===== config.mk =====
export PLATFORM = sky130hd
export DESIGN_NAME = selector_expression_lexer
export DESIGN_NICKNAME = d
export VERILOG_FILES = /design/src/sv/sel_lex_pkg.sv /design/src/sv/sel_lex_front.sv /design/src/sv/sel_lex_back.sv /design/src/sv/selector_expression_lexer.sv
export SDC_FILE = /design/constraint.sdc
export NUM_CORES = 1
export LEC_CHECK = 0
export ABC_AREA = 1
export BUFFER_PORTS_ARGS = -buffer_cell sky130_fd_sc_hd__buf_2
export CAP_MARGIN = 20
export CELL_PAD_IN_SITES_DETAIL_PLACEMENT = 1
export CELL_PAD_IN_SITES_GLOBAL_PLACEMENT = 1
export CORE_UTILIZATION = 44
export CTS_CLUSTER_SIZE = 8
export DETAILED_ROUTE_END_ITERATION = 16
export HOLD_SLACK_MARGIN = 0.03
export PLACE_DENSITY_LB_ADDON = 0.25
export SYNTH_ARGS = -nofsm -noshare
export SYNTH_HDL_FRONTEND = slang
export SYNTH_HIERARCHICAL = 1
export SYNTH_SLANG_ARGS = --single-unit

===== constraint.sdc =====
create_clock -name clk -period 4.1 [get_ports clk]
set_input_delay 0 -clock clk [delete_from_list [all_inputs] [get_ports clk]]
set_output_delay 0 -clock clk [all_outputs]
set_load 0.01 [all_outputs]

===== src/sv/sel_lex_pkg.sv =====
`timescale 1ns / 1ps
// ----------------------------------------------------------------------------
// Selector lexer package
// Token kinds, lexer phases, character classes and the front/back word type.
// ----------------------------------------------------------------------------
package sel_lex_pkg;

  localparam int OFFSET_BITS_DEF = 16;
  localparam int OUT_OFF_W       = 16;
  localparam int KIND_W          = 5;
  localparam int FIFO_DEPTH      = 4;

  typedef enum logic [4:0] {
    K_LPAREN = 5'd0, K_RPAREN = 5'd1, K_COMMA = 5'd2, K_PLUS = 5'd3,
    K_MINUS = 5'd4, K_MULT = 5'd5, K_DIV = 5'd6, K_EQUAL = 5'd7,
    K_NEQ = 5'd8, K_LESS = 5'd9, K_GRT = 5'd10, K_LSEQ = 5'd11,
    K_GREQ = 5'd12, K_IDENT = 5'd13, K_STRING = 5'd14, K_EXACT = 5'd15,
    K_APPROX = 5'd16, K_AND = 5'd17, K_BETWEEN = 5'd18, K_ESCAPE = 5'd19,
    K_FALSE = 5'd20, K_IN = 5'd21, K_IS = 5'd22, K_LIKE = 5'd23,
    K_NOT = 5'd24, K_NULL = 5'd25, K_OR = 5'd26, K_TRUE = 5'd27,
    K_END = 5'd28, K_ERROR = 5'd29
  } kind_t;

  typedef enum logic [4:0] {
    P_START, P_LT, P_GT, P_IDENT, P_STR, P_STRQ, P_ZERO, P_DIGIT,
    P_HEXS, P_HEX, P_OCT, P_BINS, P_BIN, P_DECS, P_DEC, P_EXPSIGN,
    P_EXPS, P_EXP
  } phase_t;

  // One word from the front (lexer) to the back (result queue): up to two
  // tokens caused by one input character.
  typedef struct packed {
    logic        two;
    kind_t       kind0;
    logic [31:0] s0;
    logic [31:0] e0;
    kind_t       kind1;
    logic [31:0] s1;
    logic [31:0] e1;
  } tok_pair_t;

  function automatic logic is_digit(input logic [7:0] c);
    return c >= "0" && c <= "9";
  endfunction
  function automatic logic is_alpha(input logic [7:0] c);
    return (c >= "a" && c <= "z") || (c >= "A" && c <= "Z");
  endfunction
  function automatic logic is_xdigit(input logic [7:0] c);
    return is_digit(c) || (c >= "a" && c <= "f") || (c >= "A" && c <= "F");
  endfunction
  function automatic logic is_space(input logic [7:0] c);
    return c == " " || (c >= 8'd9 && c <= 8'd13);
  endfunction
  function automatic logic is_fd(input logic [7:0] c);
    return c == "f" || c == "F" || c == "d" || c == "D";
  endfunction
  function automatic logic is_l(input logic [7:0] c);
    return c == "l" || c == "L";
  endfunction
  function automatic logic is_e(input logic [7:0] c);
    return c == "e" || c == "E";
  endfunction
  function automatic logic [7:0] to_lower(input logic [7:0] c);
    return (c >= "A" && c <= "Z") ? c + 8'd32 : c;
  endfunction

  // Reserved-word lookup on lower-cased first seven characters.
  function automatic kind_t word_kind(input logic [55:0] w, input logic [3:0] n);
    kind_t k;
    k = K_IDENT;
    case (n)
      4'd2: begin
        if (w[15:0] == {"n", "i"}) k = K_IN;
        else if (w[15:0] == {"s", "i"}) k = K_IS;
        else if (w[15:0] == {"r", "o"}) k = K_OR;
      end
      4'd3: begin
        if (w[23:0] == {"d", "n", "a"}) k = K_AND;
        else if (w[23:0] == {"t", "o", "n"}) k = K_NOT;
      end
      4'd4: begin
        if (w[31:0] == {"e", "k", "i", "l"}) k = K_LIKE;
        else if (w[31:0] == {"l", "l", "u", "n"}) k = K_NULL;
        else if (w[31:0] == {"e", "u", "r", "t"}) k = K_TRUE;
      end
      4'd5: if (w[39:0] == {"e", "s", "l", "a", "f"}) k = K_FALSE;
      4'd6: if (w[47:0] == {"e", "p", "a", "c", "s", "e"}) k = K_ESCAPE;
      4'd7: if (w == {"n", "e", "e", "w", "t", "e", "b"}) k = K_BETWEEN;
      default: k = K_IDENT;
    endcase
    return k;
  endfunction

endpackage


===== src/sv/sel_lex_front.sv =====
`timescale 1ns / 1ps
// ----------------------------------------------------------------------------
// Selector lexer front end
// Lexer FSM: one character a cycle while step is high; up to two tokens each.
// ----------------------------------------------------------------------------
module sel_lex_front #(
  parameter int OFFSET_BITS = sel_lex_pkg::OFFSET_BITS_DEF
) (
  input  logic                  clk,
  input  logic                  rst_n,
  input  logic                  step,
  input  logic [7:0]            char_byte,
  input  logic                  end_of_text,
  output logic                  tok_valid,
  output sel_lex_pkg::tok_pair_t tok
);
  import sel_lex_pkg::*;

  phase_t               phase_r, phase_nxt;
  logic [OFFSET_BITS-1:0] off_r, off_nxt, start_r, start_nxt;
  logic [7:0]           wch_r [7];
  logic [3:0]           wlen_r, wlen_nxt;
  logic                 dq_r, dq_nxt;
  kind_t                pend_r, pend_nxt;
  logic                 err_r, err_nxt;

  logic [OFFSET_BITS-1:0] o, o1;
  logic [1:0]           n;
  kind_t                k [2];
  logic [OFFSET_BITS-1:0] ts [2];
  logic [OFFSET_BITS-1:0] te [2];
  logic                 wr_en;
  logic [2:0]           wr_idx;
  logic [7:0]           wr_char;
  logic [55:0]          wflat;
  kind_t                idk;

  always_comb begin
    for (int i = 0; i < 7; i++) wflat[i*8 +: 8] = wch_r[i];
  end
  assign idk = (wlen_r <= 4'd7) ? word_kind(wflat, wlen_r) : K_IDENT;

  always_comb begin
    logic [7:0]  c;
    logic [7:0]  q;
    logic        restart;
    logic        again;
    c = char_byte;
    o = off_r;
    o1 = off_r + 1'b1;
    q = dq_r ? 8'h22 : 8'h27;
    phase_nxt = phase_r;
    start_nxt = start_r;
    wlen_nxt = wlen_r;
    dq_nxt = dq_r;
    pend_nxt = pend_r;
    err_nxt = err_r;
    off_nxt = off_r;
    n = 2'd0;
    k[0] = K_END; k[1] = K_END;
    ts[0] = '0; ts[1] = '0; te[0] = '0; te[1] = '0;
    wr_en = 1'b0; wr_idx = '0; wr_char = to_lower(c);
    restart = 1'b0;
    again = 1'b0;
    if (end_of_text) begin
      if (!err_r) begin
        unique case (phase_r)
          P_START: ;
          P_LT:    begin k[0] = K_LESS; n = 2'd1; end
          P_GT:    begin k[0] = K_GRT; n = 2'd1; end
          P_IDENT: begin k[0] = idk; n = 2'd1; end
          P_STRQ:  begin k[0] = pend_r; n = 2'd1; end
          P_ZERO, P_DIGIT, P_HEX, P_OCT, P_BIN: begin k[0] = K_EXACT; n = 2'd1; end
          P_DEC, P_EXP: begin k[0] = K_APPROX; n = 2'd1; end
          default: begin k[0] = K_ERROR; n = 2'd1; end
        endcase
        ts[0] = start_r; te[0] = o;
      end
      k[n[0]] = K_END; ts[n[0]] = o; te[n[0]] = o;
      n = n + 2'd1;
      phase_nxt = P_START; off_nxt = '0; start_nxt = '0; wlen_nxt = '0;
      dq_nxt = 1'b0; pend_nxt = K_LPAREN; err_nxt = 1'b0;
    end else begin
      off_nxt = o1;
      if (!err_r) begin
        ts[0] = start_r;
        // finish-and-restart: first token ends at o, char restarts lexing
        unique case (phase_r)
          P_START: restart = 1'b1;
          P_LT: begin
            if (c == ">") begin k[0] = K_NEQ; te[0] = o1; n = 2'd1; phase_nxt = P_START; end
            else if (c == "=") begin k[0] = K_LSEQ; te[0] = o1; n = 2'd1; phase_nxt = P_START; end
            else begin k[0] = K_LESS; te[0] = o; n = 2'd1; restart = 1'b1; end
          end
          P_GT: begin
            if (c == "=") begin k[0] = K_GREQ; te[0] = o1; n = 2'd1; phase_nxt = P_START; end
            else begin k[0] = K_GRT; te[0] = o; n = 2'd1; restart = 1'b1; end
          end
          P_IDENT: begin
            if (is_alpha(c) || is_digit(c) || c == "_" || c == "$" || c == ".") begin
              if (wlen_r < 4'd7) begin wr_en = 1'b1; wr_idx = wlen_r[2:0]; end
              if (wlen_r < 4'd8) wlen_nxt = wlen_r + 4'd1;
            end else begin k[0] = idk; te[0] = o; n = 2'd1; restart = 1'b1; end
          end
          P_STR: if (c == q) phase_nxt = P_STRQ;
          P_STRQ: begin
            if (c == q) phase_nxt = P_STR;
            else begin k[0] = pend_r; te[0] = o; n = 2'd1; restart = 1'b1; end
          end
          P_ZERO: begin
            if (c == ".") phase_nxt = P_DEC;
            else if (c == "x" || c == "X") phase_nxt = P_HEXS;
            else if (c == "b" || c == "B") phase_nxt = P_BINS;
            else again = 1'b1;
          end
          P_OCT: again = 1'b1;
          P_HEXS: begin
            if (is_xdigit(c)) phase_nxt = P_HEX;
            else begin k[0] = K_ERROR; te[0] = o1; n = 2'd1; err_nxt = 1'b1; phase_nxt = P_START; end
          end
          P_HEX: begin
            if (is_l(c)) begin k[0] = K_EXACT; te[0] = o1; n = 2'd1; phase_nxt = P_START; end
            else if (is_xdigit(c) || c == "_") ;
            else if (c == "p" || c == "P") phase_nxt = P_EXPSIGN;
            else begin k[0] = K_EXACT; te[0] = o; n = 2'd1; restart = 1'b1; end
          end
          P_BINS: begin
            if (c == "0" || c == "1") phase_nxt = P_BIN;
            else begin k[0] = K_ERROR; te[0] = o1; n = 2'd1; err_nxt = 1'b1; phase_nxt = P_START; end
          end
          P_BIN: begin
            if (is_l(c)) begin k[0] = K_EXACT; te[0] = o1; n = 2'd1; phase_nxt = P_START; end
            else if (c == "0" || c == "1" || c == "_") ;
            else begin k[0] = K_EXACT; te[0] = o; n = 2'd1; restart = 1'b1; end
          end
          P_DIGIT: begin
            if (is_l(c)) begin k[0] = K_EXACT; te[0] = o1; n = 2'd1; phase_nxt = P_START; end
            else if (is_fd(c)) begin k[0] = K_APPROX; te[0] = o1; n = 2'd1; phase_nxt = P_START; end
            else if (is_digit(c) || c == "_") ;
            else if (c == ".") phase_nxt = P_DEC;
            else if (is_e(c)) phase_nxt = P_EXPSIGN;
            else begin k[0] = K_EXACT; te[0] = o; n = 2'd1; restart = 1'b1; end
          end
          P_DECS: begin
            if (is_digit(c)) phase_nxt = P_DEC;
            else begin k[0] = K_ERROR; te[0] = o1; n = 2'd1; err_nxt = 1'b1; phase_nxt = P_START; end
          end
          P_DEC: begin
            if (is_digit(c) || c == "_") ;
            else if (is_e(c)) phase_nxt = P_EXPSIGN;
            else if (is_fd(c)) begin k[0] = K_APPROX; te[0] = o1; n = 2'd1; phase_nxt = P_START; end
            else begin k[0] = K_APPROX; te[0] = o; n = 2'd1; restart = 1'b1; end
          end
          P_EXPSIGN: begin
            if (c == "+" || c == "-") phase_nxt = P_EXPS;
            else if (is_digit(c)) phase_nxt = P_EXP;
            else begin k[0] = K_ERROR; te[0] = o1; n = 2'd1; err_nxt = 1'b1; phase_nxt = P_START; end
          end
          P_EXPS: begin
            if (is_digit(c)) phase_nxt = P_EXP;
            else begin k[0] = K_ERROR; te[0] = o1; n = 2'd1; err_nxt = 1'b1; phase_nxt = P_START; end
          end
          P_EXP: begin
            if (is_digit(c)) ;
            else if (is_fd(c)) begin k[0] = K_APPROX; te[0] = o1; n = 2'd1; phase_nxt = P_START; end
            else begin k[0] = K_APPROX; te[0] = o; n = 2'd1; restart = 1'b1; end
          end
          default: restart = 1'b1;
        endcase
        // octal continuation (also entered from a leading zero)
        if (again) begin
          phase_nxt = P_OCT;
          if (is_l(c)) begin k[0] = K_EXACT; te[0] = o1; n = 2'd1; phase_nxt = P_START; end
          else if ((c >= "0" && c <= "7") || c == "_") ;
          else begin k[0] = K_EXACT; te[0] = o; n = 2'd1; restart = 1'b1; end
        end
        if (restart) begin
          start_nxt = o;
          phase_nxt = P_START;
          ts[n[0]] = o; te[n[0]] = o1;
          if (is_space(c)) ;
          else if (c == "(") begin k[n[0]] = K_LPAREN; n = n + 2'd1; end
          else if (c == ")") begin k[n[0]] = K_RPAREN; n = n + 2'd1; end
          else if (c == ",") begin k[n[0]] = K_COMMA; n = n + 2'd1; end
          else if (c == "+") begin k[n[0]] = K_PLUS; n = n + 2'd1; end
          else if (c == "-") begin k[n[0]] = K_MINUS; n = n + 2'd1; end
          else if (c == "*") begin k[n[0]] = K_MULT; n = n + 2'd1; end
          else if (c == "/") begin k[n[0]] = K_DIV; n = n + 2'd1; end
          else if (c == "=") begin k[n[0]] = K_EQUAL; n = n + 2'd1; end
          else if (c == "<") phase_nxt = P_LT;
          else if (c == ">") phase_nxt = P_GT;
          else if (is_alpha(c) || c == "_" || c == "$") begin
            wr_en = 1'b1; wr_idx = '0; wlen_nxt = 4'd1; phase_nxt = P_IDENT;
          end else if (c == 8'h27 || c == 8'h22) begin
            dq_nxt = (c == 8'h22);
            pend_nxt = (c == 8'h22) ? K_IDENT : K_STRING;
            phase_nxt = P_STR;
          end else if (c == "0") phase_nxt = P_ZERO;
          else if (is_digit(c)) phase_nxt = P_DIGIT;
          else if (c == ".") phase_nxt = P_DECS;
          else begin
            k[n[0]] = K_ERROR; ts[n[0]] = o; n = n + 2'd1; err_nxt = 1'b1;
          end
        end
      end
    end
  end

  always_comb begin
    tok_valid = step && (n != 2'd0);
    tok.two   = (n == 2'd2);
    tok.kind0 = k[0];
    tok.kind1 = k[1];
    tok.s0 = 32'(ts[0]); tok.e0 = 32'(te[0]);
    tok.s1 = 32'(ts[1]); tok.e1 = 32'(te[1]);
  end

  always_ff @(posedge clk) begin
    if (!rst_n) begin
      phase_r <= P_START; off_r <= '0; start_r <= '0; wlen_r <= '0;
      dq_r <= 1'b0; pend_r <= K_LPAREN; err_r <= 1'b0;
    end else if (step) begin
      phase_r <= phase_nxt; off_r <= off_nxt; start_r <= start_nxt;
      wlen_r <= wlen_nxt; dq_r <= dq_nxt; pend_r <= pend_nxt; err_r <= err_nxt;
    end
  end

  always_ff @(posedge clk) begin
    if (step && wr_en) wch_r[wr_idx] <= wr_char;
  end

endmodule


===== src/sv/sel_lex_back.sv =====
`timescale 1ns / 1ps
// ----------------------------------------------------------------------------
// Selector lexer back end
// Token-pair queue; serializes each pair into one or two result words.
// ----------------------------------------------------------------------------
module sel_lex_back (
  input  logic                   clk,
  input  logic                   rst_n,
  input  logic                   wr,
  input  sel_lex_pkg::tok_pair_t wr_data,
  output logic                   nearly_full,
  output logic                   empty,
  input  logic                   pop,
  output logic [4:0]             token_kind,
  output logic [15:0]            token_start,
  output logic [15:0]            token_end,
  output logic                   last_of_run
);
  import sel_lex_pkg::*;

  localparam int AW = $clog2(FIFO_DEPTH);

  tok_pair_t      q_r [FIFO_DEPTH];
  logic [AW-1:0]  rd_r, wr_r;
  logic [AW:0]    cnt_r;
  logic           sub_r;
  tok_pair_t      head;
  logic           pop_pair;

  assign head        = q_r[rd_r];
  assign empty       = (cnt_r == '0);
  // front writes at the accepting edge; no room once every slot holds a pair
  assign nearly_full = (cnt_r == (AW+1)'(FIFO_DEPTH));
  assign token_kind  = sub_r ? head.kind1 : head.kind0;
  assign token_start = sub_r ? head.s1[15:0] : head.s0[15:0];
  assign token_end   = sub_r ? head.e1[15:0] : head.e0[15:0];
  assign last_of_run = sub_r || !head.two;
  assign pop_pair    = pop && !empty && last_of_run;

  always_ff @(posedge clk) begin
    if (wr) q_r[wr_r] <= wr_data;
  end

  always_ff @(posedge clk) begin
    if (!rst_n) begin
      rd_r <= '0; wr_r <= '0; cnt_r <= '0; sub_r <= 1'b0;
    end else begin
      if (wr) wr_r <= wr_r + 1'b1;
      if (pop_pair) rd_r <= rd_r + 1'b1;
      if (pop && !empty) sub_r <= !last_of_run;
      cnt_r <= cnt_r + (AW+1)'(wr) - (AW+1)'(pop_pair);
    end
  end

endmodule


===== src/sv/selector_expression_lexer.sv =====
`timescale 1ns / 1ps
// ----------------------------------------------------------------------------
// Selector expression lexer
// Streaming message-selector tokenizer; one character a cycle unless full.
// ----------------------------------------------------------------------------
// Output: a token word enters the back-end queue when the character that
//   completes it is accepted, and shows on the out_ ports at the queue head.
// Throughput: one character per cycle unless full; set by the lexer step.
//   Results drain at one word per cycle while pop is high, so a character
//   that yields two tokens gives two result words on the output side.
// Reset: synchronous active-low rst_n returns the lexer to its start phase,
//   clears offsets and empties the token queue.
// ----------------------------------------------------------------------------
module selector_expression_lexer #(
  parameter int OFFSET_BITS = sel_lex_pkg::OFFSET_BITS_DEF
) (
  input  logic        clk,
  input  logic        rst_n,
  input  logic        push,
  output logic        full,
  input  logic [7:0]  in_char_byte,
  input  logic        in_end_of_text,
  output logic        empty,
  input  logic        pop,
  output logic [4:0]  out_token_kind,
  output logic [15:0] out_token_start,
  output logic [15:0] out_token_end,
  output logic        out_last_of_run
);
  import sel_lex_pkg::*;

  logic      step;
  logic      tok_valid;
  tok_pair_t tok;
  logic      nearly_full;

  // The front steps on every accepted character; its token pair goes into
  // the back-end queue at the same edge. full rises once every slot holds
  // a pair.
  assign full = nearly_full;
  assign step = push && !full;

  sel_lex_front #(.OFFSET_BITS(OFFSET_BITS)) u_front (
    .clk, .rst_n, .step,
    .char_byte  (in_char_byte),
    .end_of_text(in_end_of_text),
    .tok_valid, .tok
  );

  sel_lex_back u_back (
    .clk, .rst_n,
    .wr         (tok_valid),
    .wr_data    (tok),
    .nearly_full,
    .empty,
    .pop,
    .token_kind (out_token_kind),
    .token_start(out_token_start),
    .token_end  (out_token_end),
    .last_of_run(out_last_of_run)
  );

  // The end marker always yields at least one result word.
  a_eot_result: assert property (@(posedge clk) disable iff (!rst_n)
    (step && in_end_of_text) |=> !empty) else $error("no result after end marker");

  // An END token always closes its run.
  a_end_last: assert property (@(posedge clk) disable iff (!rst_n)
    (!empty && out_token_kind == K_END) |-> out_last_of_run)
    else $error("END not last of run");

  // Kinds stay in the defined range.
  a_kind_range: assert property (@(posedge clk) disable iff (!rst_n)
    !empty |-> (out_token_kind <= K_ERROR)) else $error("bad token kind");

endmodule

==> results.md <==
STA:
- The post-layout minimum cycle time is ~3.8 ns.
- The hold violation count in the final report is 0.
- The worst setup skew after layout is 0.0487 ns.
- The final worst-path cycle share is 0.935.
- Setup total negative slack on the finished layout was measured at 0 ns.
- Setup repair after global routing left no endpoint under its margin.
- For the pin with the worst max-slew slack, the measured transition is roughly 1.1 ns.
- Derived from the worst setup path, the maximum achievable clock frequency is about 0.26 GHz.
- The worst hold slack across all endpoints is ~0.14 ns.
- Headroom to the max-slew limit came out at 0.296.
- The number of slew-limit violations in the final report is 0.
- The final count of negative-setup-slack endpoints is 0.

Power and ir drop:
- In this run the static leakage power is around 9.5 nW.
- The total power per unit cell area is 537 nW/um^2.
- The highest ir drop seen on vdd is between 300 and 400 uV.
- The design draws roughly 0.014 W.

Drt:
- For this run, the detailed router's first-pass iteration total came to 5.
- After detailed routing, the average wire length per cell comes to 24.0 um.
- The aggregate routed wire length is between 80 and 90 mm.
- The vias per cell is 5.90.
- For this block, the via count after detailed routing is about 20000.
- The final routed DRC violation total is 0.
- The detail route stage leaves a number of antenna-violating nets equal to 0.
- After the first detailed-routing iteration, the DRC count stood at between 1500 and 2000.

Floorplanning:
- After floorplanning, the core was sized to cover ~49000 sq um.
- During I/O placement, the number of pins put on the boundary was 53.
- The area of the die is 50600 sq um.
- In this run the core area contains 81 standard-cell rows.
- The overall die height is approximately 230 um.
- The starting density of the core is 0.446.
- The die boundary width is roughly 230 um.

Worst setup path:
- The most frequent cell on the critical path is nand2_1.
- The top fanout value on the critical path is 22.
- STA puts the critical path data required time at ~4.4 ns.
- The worst setup path is captured at a flop.
- The combined buffer and inverter count along the critical path is 6.
- The total number of cells along the worst setup path is 24.
- The last element of the critical path is u_back/q_r[2][67].
- Walking the worst path, the cells encountered are inv_1, nand3_1, nor2_1, nor2_1, inv_1, nand3_4, nand3_1, nor2_4, nand3_4, ha_1, nand3_1, nand2_1, nand2_1, nand2_1, nand2_1, nand2_1, nand2_1, nand3_1, nand2_1, inv_2, nand2_1, clkinvlp_4, buf_12, buf_12.
- The setup slack of the most critical reg-to-reg path is 0.27 ns.
- The length in cells of the worst reg-to-reg path is 24.
- On the worst path, the slowest cell contributes a delay of 0.42 ns.
- For this design, the slowest cell found on the critical path is dfxtp_1.
- The worst register-to-register path begins at u_front/phase_r[0].
- The arrival time at the worst endpoint is 4.15 ns.
- Among cell families on the critical path, the largest total delay comes from simple AND/OR/NAND/NOR gates.
- The critical path starts at u_front/phase_r[0].
- By startpoint and endpoint, the worst setup path is classified as flop to flop.
- STA classifies the critical path startpoint as a flop.
- The worst register-to-register path ends at u_back/q_r[2][67].

Synthesis:
- Synthesis produced a netlist with a net count of 2545.
- The mean area per synthesized cell is a little under 9 sq um.
- The number of warnings reported in the yosys synthesis log is 6.
- The number of standard cells after synthesis is roughly 2500.
- The post-synthesis instance area is around 22000 sq um.

Clocking:
- After clock tree synthesis, the clock-pin slew on the worst setup and hold paths is 0.05 ns.
- TritonCTS built the clock tree.
- The clock insertion delay at the later pin of the skew report is ~0.63 ns.
- The root buffer cell is clkbuf_16.
- The number of sinks handled by clock tree synthesis is between 400 and 500.
- The number of buffers created by CTS is just under 60.
- The largest buffer count on any clock path is 3.
- The H-tree was split into 2 levels.

Layout:
- The ratio of cells with drive above 1 in the final layout is 0.126.
- Relative to the synthesized area, the layout overhead comes to 15.0%.
- The final cell area excluding filler cells is 25200 sq um.
- The repair_antennas step left the layout with diodes totalling 0.
- For this run, the post-layout net count is about 2700.
- The post-route non-filler standard cell count is 3340.

Global route:
- The total overflow left after global routing is 0.
- The initial antenna violation count is 1.
- The first global-routing pass estimated 121 mm of wire.
- The via count of the first global-routing pass is about 20000.
- The global router's overall resource usage is 0.316.
- The largest net degree at the start of global routing is 145.

Placement:
- In this run, placement finished with an instance count of between 3000 and 4000.
- The count of input and output buffers is 52.
- After detailed placement, the total cell area comes to between 20000 and 25000 sq um.
- Routability-driven placement finished with a final weighted congestion of ~0.96.
- The half-perimeter wire length after detailed placement is between 50 and 60 mm.

Run status:
- The flow ran to the end, and the final reports show no timing, DRC or antenna violations.

Worst hold path:
- In this run the worst hold path is classified as primary input to flop.

Run:
- The count of maximum capacitance violations is 0.
-- worst reg2reg max path, delay by kind of cell (launching register included) --
| family | cells | cell delay (ns) |
|---|---|---|
| simple gates | 17 | 1.91 |
| fa+ha+maj | 1 | 0.29 |
| buf+inv | 6 | 0.93 |
| flops | 1 | 0.42 |
-- how the worst min path moves through the flow --
stage | start | endpoint | slack, ns | cells past startpoint
detailed placement | in_char_byte[0] | u_front/wch_r[3][0] | 0.40 | 1
finish | in_end_of_text | u_back/q_r[0][12] | 0.14 | 3
global route | in_end_of_text | u_back/q_r[2][8] | 0.15 | 3
floorplan | rst_n | u_back/cnt_r[1] | 0.09 | 2
global placement | in_char_byte[0] | u_front/wch_r[5][0] | 0.37 | 1
CTS | in_end_of_text | u_back/q_r[0][12] | 0.1 | 3
-- routing by layer --
metal  vias to the layer above  routed length, um  global-route usage
li1                       8907                  -                   -
met4                         0               2530               0.108
met1                      9907              34600               0.424
met2                       736              37900               0.519
met5                         -                  0                   0
met3                       172               5030              0.0508
-- power by group --
part | internal (W) | total (W) | switching [W]
sequential | 0.00507 | 0.00523 | 0.000162
clock | 0.00266 | 0.00449 | 0.00184
combinational | 0.00110 | 0.00378 | 0.00268
-- cell type report --
type,count,area (sq um)
inverter,254,981
sequential,411,11800
multi-input combinational,1741,8520
clock buffer,104,1620
clock inverter,5,81.3
timing repair buffer,161,1330
fill,5749,23900
tap,664,831
-- per-stage QoR --
| stage | utilization | worst slack, ns |
|---|---|---|
| final | 0.513 | 0.267 |
| after global routing | 0.513 | 0.00412 |
| after CTS | 0.512 | 0.106 |
| after detailed placement | 0.475 | 0.0448 |
| after global placement | 0.475 | 0.138 |
| after floorplan | - | 0.172 |
-- state kept, by name, summed over array words and instances, names as in the netlist, named ones only --
| name | count |
|---|---|
| u_back/q_r | 300 |
| u_back/wr_r | 2 |
| u_front/phase_r | 5 |
| u_front/wch_r | 56 |
| u_front/err_r | 1 |
| u_front/pend_r | 3 |
| u_back/sub_r | 1 |
| u_front/wlen_r | 4 |
| u_back/cnt_r | 3 |
| u_front/o | 16 |
| u_front/start_r | 16 |
| u_back/rd_r | 2 |
-- repair_timing --
action                                  in CTS  in global routing
endpoints found under the setup margin       0                287
hold endpoints to repair                    51                  3
hold buffers                                11                  2
resized for setup                            0                  3
buffers inserted                             0                  1
-- layout by cell type (no fill, tap or decap), drive strengths merged, types with 2 or more instances in the layout --
master,count
or2,2
o21bai,2
a21oi,111
nor3,31
dfxtp,55
o31ai,2
buf,148
xor2,7
edfxtp,356
nor2,415
clkinv,9
o32ai,5
a211oi,4
nor4,13
nand3,94
a31oi,4
clkbuf,104
nand2,551
a21boi,3
inv,244
nand3b,5
nand4,43
dlygate4sd3,13
o211ai,14
o22ai,106
o21ai,276
clkinvlp,6
o2111ai,11
o221ai,16
a22oi,2
ha,15
(Power assumes the default switching activity.)
